--- src/rtl/bed_pkg.sv ---
`timescale 1ns / 1ps
`default_nettype none
// ----------------------------------------------------------------------------
// bed_pkg: shared types and constants of the backslash escape decoder
// Result and queue entry layouts, decode modes, character codes and the
// lookup for the single-letter escapes.
// ----------------------------------------------------------------------------
package bed_pkg;

  // Decode modes, one-hot
  typedef enum logic [4:0] {
    MODE_NORMAL = 5'b00001,
    MODE_BSLASH = 5'b00010,
    MODE_OCT1   = 5'b00100,
    MODE_OCT2   = 5'b01000,
    MODE_DROP   = 5'b10000
  } mode_t;

  // Character codes
  localparam logic [7:0] CHAR_BACKSLASH = 8'h5C;
  localparam logic [7:0] CHAR_STOP      = 8'h63;  // 'c'
  localparam logic [4:0] OCTAL_PREFIX   = 5'b00110;  // '0'..'7' share these bits

  // One decoded result
  typedef struct packed {
    logic [7:0] out_byte;
    logic       byte_valid;
    logic       string_done;
    logic       flush_request;
    logic       unknown_warning;
  } result_t;

  // Results caused by one input transfer
  typedef struct packed {
    result_t first;
    result_t second;
    logic    two;
  } entry_t;

  // Escape letter lookup: {hit, control code}
  function automatic logic [8:0] esc_lookup(input logic [7:0] c);
    logic [8:0] r;
    case (c)
      8'h61:   r = {1'b1, 8'h07};  // a
      8'h62:   r = {1'b1, 8'h08};  // b
      8'h66:   r = {1'b1, 8'h0C};  // f
      8'h6E:   r = {1'b1, 8'h0A};  // n
      8'h72:   r = {1'b1, 8'h0D};  // r
      8'h74:   r = {1'b1, 8'h09};  // t
      8'h76:   r = {1'b1, 8'h0B};  // v
      default: r = {1'b0, c};
    endcase
    return r;
  endfunction

endpackage
`default_nettype wire

--- src/rtl/bed_decode.sv ---
`timescale 1ns / 1ps
`default_nettype none
// ----------------------------------------------------------------------------
// bed_decode: escape decode state and result logic
// Holds the decode mode, the gathered octal digits and the warning flag,
// and turns each accepted input into zero, one or two results.
// ----------------------------------------------------------------------------
module bed_decode (
  input  wire logic            clk,
  input  wire logic            rst,
  input  wire logic            accept,
  input  wire logic [7:0]      text_byte,
  input  wire logic            end_of_text,
  output logic                 push,
  output bed_pkg::entry_t      entry
);

  bed_pkg::mode_t mode, mode_next;
  logic [5:0]     octal_value, octal_value_next;
  logic           warned_once, warned_once_next;

  logic           is_octal;
  logic [2:0]     digit;
  logic [8:0]     esc;
  logic [7:0]     held_byte;

  assign is_octal  = (text_byte[7:3] == bed_pkg::OCTAL_PREFIX);
  assign digit     = text_byte[2:0];
  assign esc       = bed_pkg::esc_lookup(text_byte);
  assign held_byte = {2'b00, octal_value};

  // Decode one input against the current mode
  always_comb begin
    mode_next        = mode;
    octal_value_next = octal_value;
    warned_once_next = warned_once;
    push             = 1'b0;
    entry            = '0;

    if (end_of_text) begin
      mode_next        = bed_pkg::MODE_NORMAL;
      octal_value_next = '0;
      case (mode)
        bed_pkg::MODE_BSLASH: begin
          push                      = 1'b1;
          entry.first.out_byte      = bed_pkg::CHAR_BACKSLASH;
          entry.first.byte_valid    = 1'b1;
          entry.first.string_done   = 1'b1;
        end
        bed_pkg::MODE_OCT1, bed_pkg::MODE_OCT2: begin
          push                      = 1'b1;
          entry.first.out_byte      = held_byte;
          entry.first.byte_valid    = 1'b1;
          entry.first.string_done   = 1'b1;
        end
        bed_pkg::MODE_DROP: begin
          push = 1'b0;
        end
        default: begin
          push                      = 1'b1;
          entry.first.string_done   = 1'b1;
        end
      endcase
    end else begin
      case (mode)
        bed_pkg::MODE_BSLASH: begin
          if (text_byte == bed_pkg::CHAR_STOP) begin
            push                      = 1'b1;
            entry.first.string_done   = 1'b1;
            entry.first.flush_request = 1'b1;
            mode_next                 = bed_pkg::MODE_DROP;
          end else if (is_octal) begin
            octal_value_next = {3'b000, digit};
            mode_next        = bed_pkg::MODE_OCT1;
          end else if (esc[8]) begin
            push                   = 1'b1;
            entry.first.out_byte   = esc[7:0];
            entry.first.byte_valid = 1'b1;
            mode_next              = bed_pkg::MODE_NORMAL;
          end else begin
            push                        = 1'b1;
            entry.first.out_byte        = text_byte;
            entry.first.byte_valid      = 1'b1;
            entry.first.unknown_warning = ~warned_once;
            warned_once_next            = 1'b1;
            mode_next                   = bed_pkg::MODE_NORMAL;
          end
        end
        bed_pkg::MODE_OCT1, bed_pkg::MODE_OCT2: begin
          if (is_octal && mode == bed_pkg::MODE_OCT1) begin
            octal_value_next = {octal_value[2:0], digit};
            mode_next        = bed_pkg::MODE_OCT2;
          end else if (is_octal) begin
            // third digit completes the escape, keep the low 8 bits
            push                   = 1'b1;
            entry.first.out_byte   = {octal_value[4:0], digit};
            entry.first.byte_valid = 1'b1;
            octal_value_next       = '0;
            mode_next              = bed_pkg::MODE_NORMAL;
          end else begin
            // emit the pending value, then treat the byte as plain text
            push                   = 1'b1;
            entry.first.out_byte   = held_byte;
            entry.first.byte_valid = 1'b1;
            octal_value_next       = '0;
            if (text_byte == bed_pkg::CHAR_BACKSLASH) begin
              mode_next = bed_pkg::MODE_BSLASH;
            end else begin
              entry.two               = 1'b1;
              entry.second.out_byte   = text_byte;
              entry.second.byte_valid = 1'b1;
              mode_next               = bed_pkg::MODE_NORMAL;
            end
          end
        end
        bed_pkg::MODE_DROP: begin
          push = 1'b0;
        end
        default: begin
          if (text_byte == bed_pkg::CHAR_BACKSLASH) begin
            mode_next = bed_pkg::MODE_BSLASH;
          end else begin
            push                   = 1'b1;
            entry.first.out_byte   = text_byte;
            entry.first.byte_valid = 1'b1;
            mode_next              = bed_pkg::MODE_NORMAL;
          end
        end
      endcase
    end
  end

  // Advance state on each input transfer
  always_ff @(posedge clk) begin
    if (rst) begin
      mode        <= bed_pkg::MODE_NORMAL;
      octal_value <= '0;
      warned_once <= 1'b0;
    end else if (accept) begin
      mode        <= mode_next;
      octal_value <= octal_value_next;
      warned_once <= warned_once_next;
    end
  end

endmodule
`default_nettype wire

--- src/rtl/bed_queue.sv ---
`timescale 1ns / 1ps
`default_nettype none
// ----------------------------------------------------------------------------
// bed_queue: two-entry result queue
// Each entry holds the one or two results of one input transfer and is
// drained one result per output transfer.
// ----------------------------------------------------------------------------
module bed_queue (
  input  wire logic            clk,
  input  wire logic            rst,
  input  wire logic            push,
  input  wire bed_pkg::entry_t push_entry,
  output logic                 full,
  output logic                 result_valid,
  input  wire logic            result_stall,
  output bed_pkg::result_t     result,
  output logic                 last_of_run
);

  bed_pkg::entry_t entries [2];
  logic            wr_ptr;
  logic            rd_ptr;
  logic [1:0]      count, count_next;
  logic            sub;
  logic            pop_sub;
  logic            pop_entry;
  bed_pkg::entry_t head;

  assign head         = entries[rd_ptr];
  assign result_valid = (count != 2'd0);
  assign full         = (count == 2'd2);
  assign pop_sub      = result_valid & ~result_stall;
  assign last_of_run  = ~head.two | sub;
  assign pop_entry    = pop_sub & last_of_run;
  assign result       = sub ? head.second : head.first;

  always_comb begin
    count_next = count;
    case ({push, pop_entry})
      2'b10:   count_next = count + 2'd1;
      2'b01:   count_next = count - 2'd1;
      default: count_next = count;
    endcase
  end

  // Store a new entry
  always_ff @(posedge clk) begin
    if (push) begin
      entries[wr_ptr] <= push_entry;
    end
  end

  // Advance pointers, fill count and the result select within an entry
  always_ff @(posedge clk) begin
    if (rst) begin
      wr_ptr <= 1'b0;
      rd_ptr <= 1'b0;
      count  <= '0;
      sub    <= 1'b0;
    end else begin
      count <= count_next;
      if (push) begin
        wr_ptr <= ~wr_ptr;
      end
      if (pop_entry) begin
        rd_ptr <= ~rd_ptr;
        sub    <= 1'b0;
      end else if (pop_sub) begin
        sub <= 1'b1;
      end
    end
  end

endmodule
`default_nettype wire

--- src/rtl/backslash_escape_decoder_top.sv ---
`timescale 1ns / 1ps
`default_nettype none
// ----------------------------------------------------------------------------
// backslash_escape_decoder_top: C-style backslash escape decoder
// Expands backslash escapes in a byte stream, one byte per cycle while not stalled.
// ----------------------------------------------------------------------------
// The block takes one text byte (or an end-of-text mark) per cycle unless stalled
// and decodes it in a single pass against the registered escape state; the
// results go into a two-entry queue in front of the output port. Most
// inputs give zero or one result, and such inputs sustain one per cycle while
// the output is not stalled. An octal escape ended by a plain byte gives two
// results (the octal value, then the byte); these leave one per output transfer,
// and the input is stalled while the queue holds two entries. Each result is
// written into the queue register before it reaches the output; last_of_run
// marks the final result of each input.
// ----------------------------------------------------------------------------
module backslash_escape_decoder_top (
  input  wire logic       clk,
  input  wire logic       rst,
  input  wire logic       text_valid,
  output logic            text_stall,
  input  wire logic [7:0] text_byte,
  input  wire logic       end_of_text,
  output logic            result_valid,
  input  wire logic       result_stall,
  output logic [7:0]      out_byte,
  output logic            byte_valid,
  output logic            string_done,
  output logic            flush_request,
  output logic            unknown_warning,
  output logic            last_of_run
);

  logic             accept;
  logic             push;
  logic             full;
  bed_pkg::entry_t  entry;
  bed_pkg::result_t result;

  // Input transfer
  assign text_stall = full;
  assign accept     = text_valid & ~text_stall;

  bed_decode u_decode (
    .clk         (clk),
    .rst         (rst),
    .accept      (accept),
    .text_byte   (text_byte),
    .end_of_text (end_of_text),
    .push        (push),
    .entry       (entry)
  );

  bed_queue u_queue (
    .clk          (clk),
    .rst          (rst),
    .push         (accept & push),
    .push_entry   (entry),
    .full         (full),
    .result_valid (result_valid),
    .result_stall (result_stall),
    .result       (result),
    .last_of_run  (last_of_run)
  );

  // Unpack the head result onto the ports
  assign out_byte        = result.out_byte;
  assign byte_valid      = result.byte_valid;
  assign string_done     = result.string_done;
  assign flush_request   = result.flush_request;
  assign unknown_warning = result.unknown_warning;

  // A flush result ends the string and carries no byte
  a_flush_shape: assert property (@(posedge clk) disable iff (rst)
    result_valid && flush_request |-> string_done && !byte_valid)
    else $error("flush result carries a byte or lacks string_done");

  // The input is only held off while results are waiting
  a_stall_pending: assert property (@(posedge clk) disable iff (rst)
    text_stall |-> result_valid)
    else $error("input stalled with an empty result queue");

  // A warning only comes with an emitted byte
  a_warn_byte: assert property (@(posedge clk) disable iff (rst)
    result_valid && unknown_warning |-> byte_valid && !string_done)
    else $error("unknown escape warning without a byte");

  // The first of two results is always a plain octal byte
  a_first_of_two: assert property (@(posedge clk) disable iff (rst)
    result_valid && !last_of_run |-> byte_valid && !string_done && !flush_request)
    else $error("first of two results is not an octal byte");

endmodule
`default_nettype wire

--- config.mk ---
export PLATFORM = sky130hd
export DESIGN_NAME = backslash_escape_decoder_top
export DESIGN_NICKNAME = d
export VERILOG_FILES = /design/src/rtl/bed_pkg.sv /design/src/rtl/bed_decode.sv /design/src/rtl/bed_queue.sv /design/src/rtl/backslash_escape_decoder_top.sv
export SDC_FILE = /design/constraint.sdc
export NUM_CORES = 1
export LEC_CHECK = 0
export ABC_AREA = 1
export BUFFER_PORTS_ARGS = -buffer_cell sky130_fd_sc_hd__buf_2
export CAP_MARGIN = 5
export CORE_ASPECT_RATIO = 1.5
export CORE_UTILIZATION = 35
export DETAILED_ROUTE_END_ITERATION = 16
export MAX_ROUTING_LAYER = met4
export SLEW_MARGIN = 20
export SYNTH_ARGS = -nofsm -noshare
export SYNTH_HDL_FRONTEND = slang
export SYNTH_HIERARCHICAL = 1
export SYNTH_SLANG_ARGS = --single-unit
--- constraint.sdc ---
create_clock -name clk -period 4.1 [get_ports clk]
set_input_delay 0.615 -clock clk [delete_from_list [all_inputs] [get_ports clk]]
set_output_delay 0.615 -clock clk [all_outputs]
set_load 0.02 [all_outputs]
==> reports/qor.txt <==
status -> completed
CP max stage delay -> 0.81 ns
Cells after Synth -> 434
top_reg_cell synth -> edfxtp_1
total CTS buffers -> 9
worst slew pin tran -> 0.7721 ns
FF+latch count, synth -> 68
Clock power frac -> 0.363
via/cell ratio -> 4.897
synthesized area -> 3711 µm²
commonest non-fill, non-tap cell in the layout -> nand2_1
fmax -> 0.3918 GHz
CTS tree -> built
share of cells above drive strength 1 -> 0.2217
Core ar. -> 10190 µm²
DP Wirelength -> 6989 µm
first-pass GRT wire length -> 14590 µm
H-tree depth -> 3
antenna cells -> 0
CTS Hold Buffers Added -> 0
Worst path slowest cell -> dfxtp_1
largest net degree at the start of global routing -> 26
post_cts resized -> 0
Startpoint Class -> flop
synth warn -> 6
worst r2r src -> u_decode/mode[3]
setup violators final -> 0
clock latency on the worst-skew pair -> 0.33 ns
CP required -> 3.48 ns
Hold WC Path Type -> reg -> reg
crit-path max FO -> 25
CP arrival -> 1.94 ns
die area -> 11030 µm²
worst hold slack -> 0.4555 ns
post-route design area -> 4259 µm²
relative slew slack -> 0.4845
boundary pin count -> 28
Sw Pwr -> 629.1 µW
Clock Path Buffers -> 2
final wirelength -> 9145 µm
DRT Pass-1 Iters -> 4
Seq/Total Area, Yosys -> 0.5017
total track usage -> 0.1820
postcts setup bufs -> 0
Post-DRT Antenna Nets -> 0
fin. max-slew vios -> 0
minimum clock period -> 2.552 ns
chip width -> 86.08 µm
Leakage -> 1.788 nW
initial antenna violation count -> 0
GRT overflow -> 0
Final TNS setup -> 0 ns
Final Hold Fails -> 0
clk_skew -> 0.004697 ns
commonest cells after routing, fill and taps aside -> nand2_1 (88), nor2_1 (67), edfxtp_1 (50)
internal power -> 1.443 mW
critical-path cell list -> inv_4, o21ai_0, o22ai_1, buf_2
WL/cell -> 14.99 µm
CTS Root Cell -> clkbuf_16
final worst-path cycle share -> 0.6225
asr flop ratio synth -> 0
number of port buffers -> 27
starting density of the core -> 0.3641
MaxCap Viol Count -> 0
Worst setup EP type -> primary output
register share of total power -> 0.416
Avg Cell Area, Syn -> 8.551 µm²
Post-synth EDFFs -> 50
worst vdd ir -> 0.0002211 V
Pwr per Cell Area -> 486.6 nW/µm²
Comb power frac -> 0.221
vias -> 2987
clk sink count -> 68
placed instance area -> 3963 µm²
DRC -> 0
switching part of the total -> 0.3036
fillers -> 997
clock slew at reported path FFs -> 0.05 ns
Die Y -> 128.1 µm
vias in the first global route -> 2980
Setup CP Type -> reg -> out
Core Rows -> 45
Unique masters post-synth -> 38
RSZ-0062 raised after global routing -> no
Worst Hold Launch -> u_decode/warned_once
Placer Congestion -> 0.9473
Area growth syn-to-layout -> 14.77%
fin nets -> 478
1st-iter DRT viols -> 157
-- stage by stage --
stage          std cells  power (mW)  setup slack, ns    util
3_5_place_dp         594       1.340            1.343  0.3888
3_3_place_gp         594       1.333            1.349  0.3888
2_1_floorplan        436       1.205            1.104       -
4_1_cts              610       2.099            1.504  0.4179
5_1_grt              610       2.179            1.283  0.4179
6_report             610       2.072            1.548  0.4179
-- routing by layer --
layer / track usage / vias to the layer above / part of all wire
li1: - / 1501 / -
met5: - / - / 0
met4: 0.1020 / 0 / 0.045
met3: 0.03606 / 24 / 0.037
met2: 0.3226 / 67 / 0.53
met1: 0.1849 / 1395 / 0.39
-- worst max-delay path: cells and delay by family (launching register included) --
kind	cells	cell delay [ns]
DFF	1	0.81
buffers and inverters	2	0.43
AOI/OAI and AO/OA	2	0.35
-- state kept, by name, summed over array words and instances (netlist names), named ones only --
register / cells
u_decode/mode: 5
u_decode/octal_value: 6
u_decode/warned_once: 1
u_queue/count: 2
u_queue/entries: 50
u_queue/rd_ptr: 1
u_queue/sub: 1
u_queue/wr_ptr: 1
-- layout make-up --
class / instances / area (µm²) / area share
inverter: 47 / 183.9 / 0.04318
clock buffer: 12 / 246.5 / 0.05787
sequential: 68 / 1862 / 0.4371
timing repair buffer: 31 / 165.2 / 0.03878
clock inverter: 4 / 50.05 / 0.01175
multi-input combinational: 307 / 1575 / 0.3699
tap: 141 / 176.4 / 0.04142
-- synthesized netlist by cell type, types with 7 or more instances --
library cell / instances / area share
a21oi_1: 10 / 0.013
dfxtp_1: 18 / 0.097
edfxtp_1: 50 / 0.40
inv_1: 31 / 0.031
inv_2: 12 / 0.012
nand2_1: 88 / 0.089
nand2_2: 9 / 0.015
nand2_4: 7 / 0.021
nand3_1: 24 / 0.032
nor2_1: 68 / 0.069
nor2_2: 13 / 0.022
nor3_1: 9 / 0.012
o21ai_0: 35 / 0.047
o22ai_1: 13 / 0.022
-- worst paths after layout --
| check | cells after the start | slack [ns] | endpoint |
|---|---|---|---|
| worst min register to register | 2 | 0.46 | u_decode/warned_once |
| worst min-delay path | 2 | 0.46 | u_decode/warned_once |
| worst max-delay path | 4 | 1.55 | out_byte[6] |
| worst max register to register | 15 | 1.56 | u_queue/entries[1][17] |
-- power groups by stage --
stage               Combinational (mW)  Clock (mW)  Sequential, mW
CTS                              0.464       0.771           0.864
global placement                 0.456           0           0.877
finish                           0.458       0.753           0.862
floorplan                        0.358           0           0.847
detailed placement               0.461           0           0.878
global route                     0.509       0.799           0.871
-- logic make-up (layout without fill, tap and decap cells) --
kind of cell,count (synthesis),after routing,synth area share
AO/OA/AOI/OAI,69,69,0.1089
AND/OR/NAND/NOR,233,233,0.3061
adder cells (fa/ha/maj),1,1,0.003371
flip-flops,68,68,0.5017
other,1,3,0.001010
buffers and inverters,61,94,0.07653
XOR/XNOR,1,1,0.002361
Power figures use the tool's default switching activity.
